## src/rtl/w3blur_pkg.sv

```systemverilog
// shared types and constants of the weighted 3x3 blur block
package w3blur_pkg;

  localparam int PIX_W   = 16;
  localparam int COORD_W = 10;
  localparam int CFG_W   = 11;

  typedef logic [PIX_W-1:0]   pix_t;
  typedef logic [COORD_W-1:0] coord_t;
  typedef logic [CFG_W-1:0]   cfg_data_t;

  // configuration register indexes
  typedef enum logic [0:0] {
    REG_FRAME_WIDTH  = 1'b0,
    REG_FRAME_HEIGHT = 1'b1
  } cfg_idx_t;

  // one result item
  typedef struct packed {
    pix_t   pixel;
    coord_t row;
    coord_t col;
    logic   last;
    logic   fend;
  } res_t;

  // the result set of one input item, in emission order
  typedef struct packed {
    logic [2:0]     present;
    res_t [2:0]     res;
  } load_t;

endpackage

```

## src/rtl/w3blur_ifs.sv

```systemverilog


interface w3blur_out_if;
  logic                valid;
  logic                ready;
  w3blur_pkg::pix_t    pixel_out;
  w3blur_pkg::coord_t  out_row;
  w3blur_pkg::coord_t  out_col;
  logic                last_of_run;
  logic                frame_end;

  modport source(output valid, output pixel_out, output out_row, output out_col,
                 output last_of_run, output frame_end, input ready);
  modport sink(input valid, input pixel_out, input out_row, input out_col,
               input last_of_run, input frame_end, output ready);
endinterface

```

## src/rtl/w3blur_resq.sv

```systemverilog
// result buffer: holds the up to three results of one pixel and sends them in order
module w3blur_resq (
  input  logic                clk,
  input  logic                rst_n,
  input  logic                ld_valid,
  output logic                ld_ready,
  input  w3blur_pkg::load_t   ld_data,
  w3blur_out_if.source        out_stream
);
  import w3blur_pkg::*;

  res_t       slot_r [3];
  res_t       slot_nxt [3];
  logic [1:0] cnt_r;
  logic [1:0] cnt_nxt;
  logic [1:0] ld_count;
  logic       ld_fire;
  logic       out_fire;

  // transfer conditions
  assign out_fire = out_stream.valid && out_stream.ready;
  assign ld_ready = (cnt_r == 2'd0) || ((cnt_r == 2'd1) && out_stream.ready);
  assign ld_fire  = ld_valid && ld_ready;

  assign ld_count = 2'(ld_data.present[0]) + 2'(ld_data.present[1])
                  + 2'(ld_data.present[2]);

  // compact the present results on load, shift down on each transfer
  always_comb begin
    slot_nxt = slot_r;
    cnt_nxt  = cnt_r;
    if (ld_fire) begin
      if (ld_data.present[0]) begin
        slot_nxt[0] = ld_data.res[0];
      end else if (ld_data.present[1]) begin
        slot_nxt[0] = ld_data.res[1];
      end else begin
        slot_nxt[0] = ld_data.res[2];
      end
      if (ld_data.present[0] && ld_data.present[1]) begin
        slot_nxt[1] = ld_data.res[1];
      end else begin
        slot_nxt[1] = ld_data.res[2];
      end
      slot_nxt[2] = ld_data.res[2];
      cnt_nxt     = ld_count;
    end else if (out_fire) begin
      slot_nxt[0] = slot_r[1];
      slot_nxt[1] = slot_r[2];
      cnt_nxt     = cnt_r - 2'd1;
    end
  end

  always_ff @(posedge clk) begin
    slot_r <= slot_nxt;
  end

  always_ff @(posedge clk) begin
    if (!rst_n) begin
      cnt_r <= 2'd0;
    end else begin
      cnt_r <= cnt_nxt;
    end
  end

  // head slot drives the port
  assign out_stream.valid       = (cnt_r != 2'd0);
  assign out_stream.pixel_out   = slot_r[0].pixel;
  assign out_stream.out_row     = slot_r[0].row;
  assign out_stream.out_col     = slot_r[0].col;
  assign out_stream.last_of_run = slot_r[0].last;
  assign out_stream.frame_end   = slot_r[0].fend;

  // a loaded result set shows up at the port next cycle
  a_load_shows: assert property (@(posedge clk) disable iff (!rst_n)
    ld_fire && (ld_data.present != 3'b000) |=> out_stream.valid)
    else $error("loaded results not presented");

  // a transfer without reload drops exactly one entry
  a_drain_one: assert property (@(posedge clk) disable iff (!rst_n)
    out_fire && !ld_fire |=> cnt_r == $past(cnt_r) - 2'd1)
    else $error("result count off after transfer");

  // an empty buffer always takes the next result set
  a_empty_ready: assert property (@(posedge clk) disable iff (!rst_n)
    !out_stream.valid |-> ld_ready)
    else $error("empty buffer refused a load");

endmodule

```

## src/flat_wrapper.sv

```systemverilog
// flat-port wrapper written by rule: the top's interface ports become plain ports
module w3blur_resq_flat import w3blur_pkg::*;
  (clk, rst_n, ld_valid, ld_ready, ld_data, out_stream_valid, out_stream_pixel_out, out_stream_out_row, out_stream_out_col, out_stream_last_of_run, out_stream_frame_end, out_stream_ready);
  w3blur_out_if out_stream_i ();
  input  logic clk;
  input  logic rst_n;
  input  logic ld_valid;
  output logic ld_ready;
  input  w3blur_pkg::load_t ld_data;
  output wire logic [$bits(out_stream_i.valid)-1:0] out_stream_valid;
  output wire logic [$bits(out_stream_i.pixel_out)-1:0] out_stream_pixel_out;
  output wire logic [$bits(out_stream_i.out_row)-1:0] out_stream_out_row;
  output wire logic [$bits(out_stream_i.out_col)-1:0] out_stream_out_col;
  output wire logic [$bits(out_stream_i.last_of_run)-1:0] out_stream_last_of_run;
  output wire logic [$bits(out_stream_i.frame_end)-1:0] out_stream_frame_end;
  input wire logic [$bits(out_stream_i.ready)-1:0] out_stream_ready;
  assign out_stream_valid = out_stream_i.valid;
  assign out_stream_pixel_out = out_stream_i.pixel_out;
  assign out_stream_out_row = out_stream_i.out_row;
  assign out_stream_out_col = out_stream_i.out_col;
  assign out_stream_last_of_run = out_stream_i.last_of_run;
  assign out_stream_frame_end = out_stream_i.frame_end;
  assign out_stream_i.ready = out_stream_ready;
  w3blur_resq u_core (.clk(clk), .rst_n(rst_n), .ld_valid(ld_valid), .ld_ready(ld_ready), .ld_data(ld_data), .out_stream(out_stream_i));
endmodule
```

## config.mk

```make
export PLATFORM = sky130hd
export DESIGN_NAME = w3blur_resq_flat
export DESIGN_NICKNAME = d
export VERILOG_FILES = /design/src/rtl/w3blur_pkg.sv /design/src/rtl/w3blur_ifs.sv /design/src/rtl/w3blur_resq.sv /design/src/flat_wrapper.sv
export SDC_FILE = /design/constraint.sdc
export NUM_CORES = 1
export LEC_CHECK = 0
export ABC_CLOCK_PERIOD_IN_PS = 3200
export BUFFER_PORTS_ARGS = -buffer_cell sky130_fd_sc_hd__buf_2
export CAP_MARGIN = 20
export CORE_ASPECT_RATIO = 0.6
export CORE_UTILIZATION = 50
export CTS_CLUSTER_DIAMETER = 30
export DETAILED_ROUTE_END_ITERATION = 8
export PLACE_DENSITY = 0.76
export SETUP_SLACK_MARGIN = 0.5
export SLEW_MARGIN = 15
export SYNTH_ARGS = -nofsm -noshare
export SYNTH_HDL_FRONTEND = slang
export SYNTH_SLANG_ARGS = --single-unit
```

## constraint.sdc

```tcl
create_clock -name clk -period 3.2 [get_ports clk]
set_clock_uncertainty 0.1 [all_clocks]
set_input_delay 0.64 -clock clk [delete_from_list [all_inputs] [get_ports clk]]
set_output_delay 0.64 -clock clk [all_outputs]
set_load 0.03 [all_outputs]
```

**Word level (Yosys, flattened, before mapping)**

Index checks and enable logic that the tools add are counted.

- Multiplexer cells: 7
- Equality and inequality tests: 1
- Reductions and logical operators: 8
- $add $sub $neg: 3

Operators by type and width:

| kind | count |
|---|---|
| 76-bit 2-to-1 mux | 2 |
| 38-bit 2-to-1 mux | 3 |
| 1-bit logical AND | 4 |
| 2-bit 2-to-1 mux | 2 |
| 2-bit nonzero test | 2 |
| 1-bit by 1-bit adder with 2-bit output | 1 |
| 2-bit by 1-bit adder with 2-bit output | 1 |
| 2-bit by 1-bit equality test with 1-bit output (second input constant) | 1 |
| 2-bit zero test | 1 |
| 2-bit by 1-bit subtractor with 2-bit output (second input constant) | 1 |
| 1-bit logical OR | 1 |

- Logic and storage cells: 35
- Register bits: 116
- Output and inout bits: 40
- Input bits: 121

**Depth between registers and ports, before layout**

Gate-level depths: netlist (run 1).

- Word-level depth: 5
- Mapped depth: 9
- Gate-level depth less buffers: 6

**Worst setup path after synthesis (run 1)**

OpenSTA, ideal clock, no wires.

- Path type: input to register
- Start: input ld_valid
- End: register u_core.cnt_r[0]
- Setup time: 0.120 ns
- Buffers on the path: 1
- Cell stages on the path: 5
- Setup slack: 0.175 ns
- Required time: 2.980 ns
- Arrival time: 2.805 ns
- Cell sequence: buf_2 -> mux2i_1 -> inv_1 -> nor2_1 -> o31a_1

- Word-level cells in the longest chain between the ends: 2
- Elaborated cells on any way between the ends: 3
- Those cells by class: mux (1); reduce/logical (2)

RTL lines:

| what | line | text |
|---|---|---|
| start, declared | flat_wrapper.sv:7 | `input logic ld_valid;` |
| 1-bit logical AND (*) | w3blur_resq.sv:23 | `assign ld_fire = ld_valid && ld_ready;` |
| 2-bit 2-to-1 mux / 2-bit nonzero test (equally long branches) | - |  |
| end signal, assigned | w3blur_resq.sv:62 | `cnt_r <= cnt_nxt;` |
| end, declared | w3blur_resq.sv:14 | `logic [1:0] cnt_r;` |

Every way passes the cells marked *; elsewhere a longest branch is shown, timed or not.
A chain may end at the register's enable or synchronous reset.

**Worst setup path after layout (run 1)**

- Start: register u_core.cnt_r[0]
- End: output ld_ready

- Word-level cells in the longest chain between the ends: 3
- Elaborated cells on any way between the ends: 4
- Those cells by class: eq/ne (1); reduce/logical (3)

RTL lines:

| what | line | text |
|---|---|---|
| 2-bit by 1-bit equality test with 1-bit output | w3blur_resq.sv:22 | `assign ld_ready = (cnt_r == 2'd0) \|\| ((cnt_r == 2'd1) && out_stream.ready);` |
| 1-bit logical AND | w3blur_resq.sv:22 |  |
| 1-bit logical OR (*) | w3blur_resq.sv:22 |  |
| end, declared | flat_wrapper.sv:8 | `output logic ld_ready;` |

Marked as above.

==> flow_summary.yaml, run 1 <==
timing:
  fin_crit_ns: 2.52
  fin_crit_sh_pct: 78.7
  slew_viol_final: 0
  relSlewSlack_pct: 50.3
  tns_ns: 0
  setup_violations: 0
  max_freq_ghz: 0.397
  rsz0062_at_grt: "no"
  worstMarginPinSlew_ns: 0.745
  finalHoldViolCount: 0
floorplanning:
  start_util_pct: 51.5
  dieHeight_um: 88.6
  io_pins: 161
  core_area_sq_um: 12100
  rows: 31
  die-area_sq_um: 13000
  die_w_um: 146
place:
  port_buffers: 160
  gp_congestion: 0.814
  hpwl_mm: 8.69
power:
  p_int_w: 0.00445
  ir_worst_vdd_mv: 0.452
  p_leak_nw: 3.25
  powerDensity_nw_per_um2: 877
  pwr-share-comb_pct: 33.0
  p_clk_share_pct: 28.1
  seqPwrFrac_pct: 38.8
  power_w: 0.00658
  netSwitchingFraction_pct: 32.4
  p_sw_w: 0.00213
worst_setup_path:
  slowest_stage: "dfxtp_1"
  cp_num_buf_inv: 3
  cp_slowest_stage_delay_ns: 0.32
  crit_family: "buffers and inverters"
  setup.worst_path.class: "flip-flop to primary output"
  crit_fanout: 22
  critical_path_required_ns: 2.46
  arrival_ns: 1.78
  cp-start-kind: "flip-flop"
  crit_chain: "inv_1 -> ha_1 -> a21o_1 -> buf_4 -> buf_2"
  endpoint_kind: "primary output"
cells_and_area:
  nets: 718
  synthToLayoutAreaGrowth_pct: 20.1
  num_antenna_cells: 0
  drive_gt1_share_pct: 44.3
  finish.utilization_pct: 61.8
yosys:
  synth_seq_cells: 116
  synthFlopType: "edfxtp_1"
  async_flop_share_pct: 0
  synthDistinctLibCells: 29
  syn_area_sq_um: 6250
  synth_top_area_share_pct: 54.8
  synth_edf_count: 114
  ys_warn_count: 0
  syn_nets: 597
  netlist_top_cells_area: "edfxtp_1 (55%), mux2i_1 (12%), mux2_4 (8.9%), buf_4 (4.7%), a21oi_2 (4.1%)"
  synth.avg_cell_area_sq_um: 13.2
  netlist_instances: 473
  ys_top_cells_by_count: "edfxtp_1 (114), mux2i_1 (77), a21oi_1 (47), buf_4 (39), nand2_1 (39)"
  yosysMostFrequentCell: "edfxtp_1"
  ys_seq_area_share_pct: 55.4
  synth_top_area_cell: "edfxtp_1"
drt:
  drc: 0
  wl_mm: 13.4
  drtIter0Drc: 214
  first_pass_iters: 4
  ant_nets: 0
  post_drt_wl_per_cell_um: 17.3
  avgViaCountPerCell: 5.27
  vias: 4066
clocking:
  cts_buffers: 17
  clk_path_buf_depth: 2
  ctsHoldBuffers: 0
  clk_latency_ns: 0.40
  cts_max_level: 4
  postCtsSetupBuffers: 0
  cts_root_buffer: "clkbuf_16"
  cts_tree: "built"
  cts.sinks: 116
  clk_pin_slew_ns: 0.05
  cts-resized-gates: 0
worst_hold_path:
  worst_hold_path_type: "input port to flip-flop"
run_status:
  status: "finished, final reports clean"
global_route:
  grt_pass1_vias: 3918
  gr-total-overflow: 0
  grt_start_max_net_pins: 73
  antenna_found_initial: 1
  grtUsageTotal_pct: 21.3
  grt_pass1_wl_mm: 20.8
flow_run:
  drv.max_cap_violation_count: 0
[logic make-up (layout without fill, tap and decap cells)]
family,after synthesis,count (layout),synth area share (%)
AO/OA/AOI/OAI,118,118,11.4
adder cells (fa/ha/maj),3,3,0.720
buffers and inverters,75,209,8.08
flip-flops,116,116,55.4
multiplexers,115,115,21.4
AND/OR/NAND/NOR,46,46,3.04
[layout make-up]
cell class / count / area (sq um)
fill: 962 / 4630
tap: 165 / 206
clock inverter: 13 / 140
multi-input combinational: 282 / 2300
clock buffer: 19 / 433
sequential: 116 / 3460
timing repair buffer: 173 / 948
inverter: 4 / 18.8
[final timing paths]
kind | startpoint | to | slack (ns) | cells past startpoint
setup reg to reg | u_core.cnt_r[0]$_SDFFE_PN0P_ | u_core.slot_r[72]$_DFFE_PP_ | 0.93 | 5
setup / recovery | u_core.cnt_r[0]$_SDFFE_PN0P_ | ld_ready | 0.68 | 5
hold reg to reg | u_core.cnt_r[1]$_SDFFE_PN0P_ | u_core.cnt_r[1]$_SDFFE_PN0P_ | 0.39 | 2
hold / removal | ld_data[98] | u_core.slot_r[22]$_DFFE_PP_ | 0.34 | 1
[power by group through the flow]
stage | registers [W] | logic, W | clock network [W]
floorplan | 0.00256 | 0.00190 | 0
finish | 0.00256 | 0.00218 | 0.00185
detailed placement | 0.00258 | 0.00219 | 0
CTS | 0.00256 | 0.00219 | 0.00189
global route | 0.00261 | 0.00233 | 0.00195
global placement | 0.00257 | 0.00214 | 0
[routing by layer]
metal	GRT usage (%)	routed length, um	up-vias
met2	33.2	6060	168
met4	6.53	96	0
met1	28.8	6110	1922
met3	6.80	1100	9
li1	-	-	1967
met5	0	0	-
[layout by cell type (no fill, tap or decap), types with 4 or more instances in the layout]
master / instances
buf_2: 160
edfxtp_1: 114
mux2i_1: 76
a21oi_1: 47
nand2_1: 38
o21ai_0: 37
mux2_4: 37
a21oi_2: 29
clkbuf_16: 17
buf_4: 9
clkinv_2: 4
clkinv_1: 4
buf_12: 4
[state kept, by name, indices dropped and copies added (netlist names)]
register / flops
u_core.out_stream.pixel_out: 16
u_core.out_stream.last_of_run: 1
u_core.out_stream.frame_end: 1
u_core.slot_r: 76
u_core.out_stream.out_row: 10
u_core.cnt_r: 2
u_core.out_stream.out_col: 10
[metrics by stage]
step | setup WS, ns | instance area [sq um] | hold WS [ns] | cells
finish | 0.682 | 7510 | 0.338 | 772
global route | 0.564 | 7510 | 0.319 | 772
CTS | 0.663 | 7510 | 0.324 | 772
detailed placement | 0.732 | 6940 | 0.382 | 740
global placement | 0.774 | 6940 | 0.377 | 740
floorplan | 0.556 | 6270 | 0.363 | 473
[worst reg2reg max path, delay by kind of cell (launching register included)]
kind	cells	cell delay, ns
buffers and inverters	3	1.01
flip-flops	1	0.32
multiplexers	1	0.31
adder cells (fa/ha/maj)	1	0.26
(Power assumes the default switching activity.)
==> run 2: changes to the inputs <==
ABC_CLOCK_PERIOD_IN_PS = 2300   (was 3200)
CORE_UTILIZATION = 48   (was 50)
clock period = 2.3 ns   (was 3.2 ns; I/O delays follow)
==> flow_summary.yaml, run 2 (synthesis results as in run 1) <==
run_status:
  status: "finished, final reports clean"
cells_and_area:
  multi_input_area_sq_um: 2460
  design_area_sq_um: 8460
  final_cell_mix: "buf_2 (158), edfxtp_1 (114), mux2i_1 (76), a21oi_2 (55), nand2_1 (38)"
  final_common_cell: "buf_2"
  largest-register: "u_core.slot_r"
  fillers: 882
  nets: 758
  drive_gt1_share_pct: 53.2
  finalNonFillerCells: 813
  register_area_sq_um: 3470
  synthToLayoutAreaGrowth_pct: 35.2
  largest_register_ffs: 76
drt:
  vias: 4352
  drtIter0Drc: 248
  first_pass_iters: 5
  avgViaCountPerCell: 5.35
  post_drt_wl_per_cell_um: 19.2
  drc: 0
  wl_mm: 15.6
  ant_nets: 0
floorplanning:
  start_util_pct: 50.5
  core_area_sq_um: 12400
  die-area_sq_um: 13500
  die_w_um: 149
  io_pins: 161
  dieHeight_um: 90.4
  rows: 31
worst_setup_path:
  slowest_stage: "dfxtp_2"
  arrival_ns: 2.06
  crit_chain: "inv_4 -> ha_4 -> a21o_4 -> buf_6 -> and2_4 -> buf_12 -> buf_16 -> mux2_4"
  cp_num_buf_inv: 4
  cp_slowest_stage_delay_ns: 0.36
  critical_path_required_ns: 2.35
  cp-start-kind: "flip-flop"
  crit_fanout: 6
  crit_family: "buffers and inverters"
  setup.worst_path.class: "flip-flop to flip-flop"
  endpoint_kind: "flip-flop"
timing:
  relSlewSlack_pct: 73.3
  fin_crit_sh_pct: 87.2
  tns_ns: 0
  setup_violations: 0
  worstMarginPinSlew_ns: 0.401
  max_freq_ghz: 0.498
  hold_ws_ns: 0.162
  rsz0062_at_grt: "yes"
  fin_crit_ns: 2.01
  finalHoldViolCount: 0
  slew_viol_final: 0
clocking:
  cts_root_buffer: "clkbuf_16"
  clk_pin_slew_ns: 0.05
  cts_tree: "built"
  clk_path_buf_depth: 2
  cts_buffers: 17
  cts.sinks: 116
  cts_max_level: 4
  clk_latency_ns: 0.40
  ctsHoldBuffers: 0
global_route:
  grt_pass1_vias: 4180
  grt_start_max_net_pins: 47
  gr-total-overflow: 0
  antenna_found_initial: 1
  grt_pass1_wl_mm: 21.8
  grtUsageTotal_pct: 21.2
place:
  place_inst: 744
  port_buffers: 160
  placed_area_sq_um: 6980
  gp_congestion: 0.783
  hpwl_mm: 8.95
worst_hold_path:
  worst_hold_path_type: "input port to flip-flop"
power:
  ir_worst_vdd_mv: 0.637
  p_leak_nw: 3.63
  powerDensity_nw_per_um2: 1270
flow_run:
  drv.max_cap_violation_count: 0
run 2: cell types whose count changed in the layout (fill, tap and decap cells not counted), moves of 5 or more:
cell | previous run | this run
a21oi_1 | 47 | 18
a21oi_2 | 29 | 55
buf_12 | 4 | 10
buf_16 | 0 | 6
buf_4 | 9 | 14
buf_6 | 0 | 10
clkbuf_16 | 17 | 29
run 2: worst paths after layout:
| kind | start | endpoint | slack [ns] | depth (start not counted) |
|---|---|---|---|---|
| setup / recovery | u_core.cnt_r[1]$_SDFFE_PN0P_ | u_core.out_stream.last_of_run$_DFFE_PP_ | 0.29 | 8 |
| hold / removal | ld_data[113] | u_core.slot_r[37]$_DFFE_PP_ | 0.16 | 1 |
| setup reg to reg | u_core.cnt_r[1]$_SDFFE_PN0P_ | u_core.out_stream.last_of_run$_DFFE_PP_ | 0.29 | 8 |
| hold reg to reg | u_core.slot_r[75]$_DFFE_PP_ | u_core.out_stream.pixel_out[15]$_DFFE_PP_ | 0.44 | 1 |
run 2: stage by stage:
step / setup WS, ns / util (%) / power (W)
6_report: 0.293 / 68.3 / 0.0107
5_1_grt: 0.263 / 68.3 / 0.0111
4_1_cts: 0.307 / 63.7 / 0.00986
3_5_place_dp: 0.331 / 56.4 / 0.00670
3_3_place_gp: 0.394 / 56.4 / 0.00659
2_1_floorplan: -0.157 / - / 0.00627
run 2: final cells by class:
| cell class | count | share of cell area [%] |
|---|---|---|
| Antenna cell | 1 | 0.0296 |
| Sequential cell | 116 | 41.0 |
| Timing Repair Buffer | 213 | 20.3 |
| Tap cell | 165 | 2.44 |
| Multi-Input combinational cell | 282 | 29.1 |
| Inverter | 4 | 0.281 |
| Clock inverter | 13 | 1.66 |
| Clock buffer | 19 | 5.12 |
run 2: layer usage:
metal	wire length, um	GRT usage [%]
met5	8	0
met1	7030	29.2
met2	7370	32.1
met4	85	7.23
met3	1140	5.66
run 2: what timing repair did:
item,CTS,global route
setup buffers,8,5
endpoints found under the setup margin,102,166
gates resized for setup,41,39
pin swaps,1,4
gates cloned,3,20
run 2: where the power goes:
group	internal (W)	switching [W]	total, W
combinational	0.00220	0.00233	0.00453
sequential	0.00335	0.000244	0.00360
clock	0.00168	0.000911	0.00259
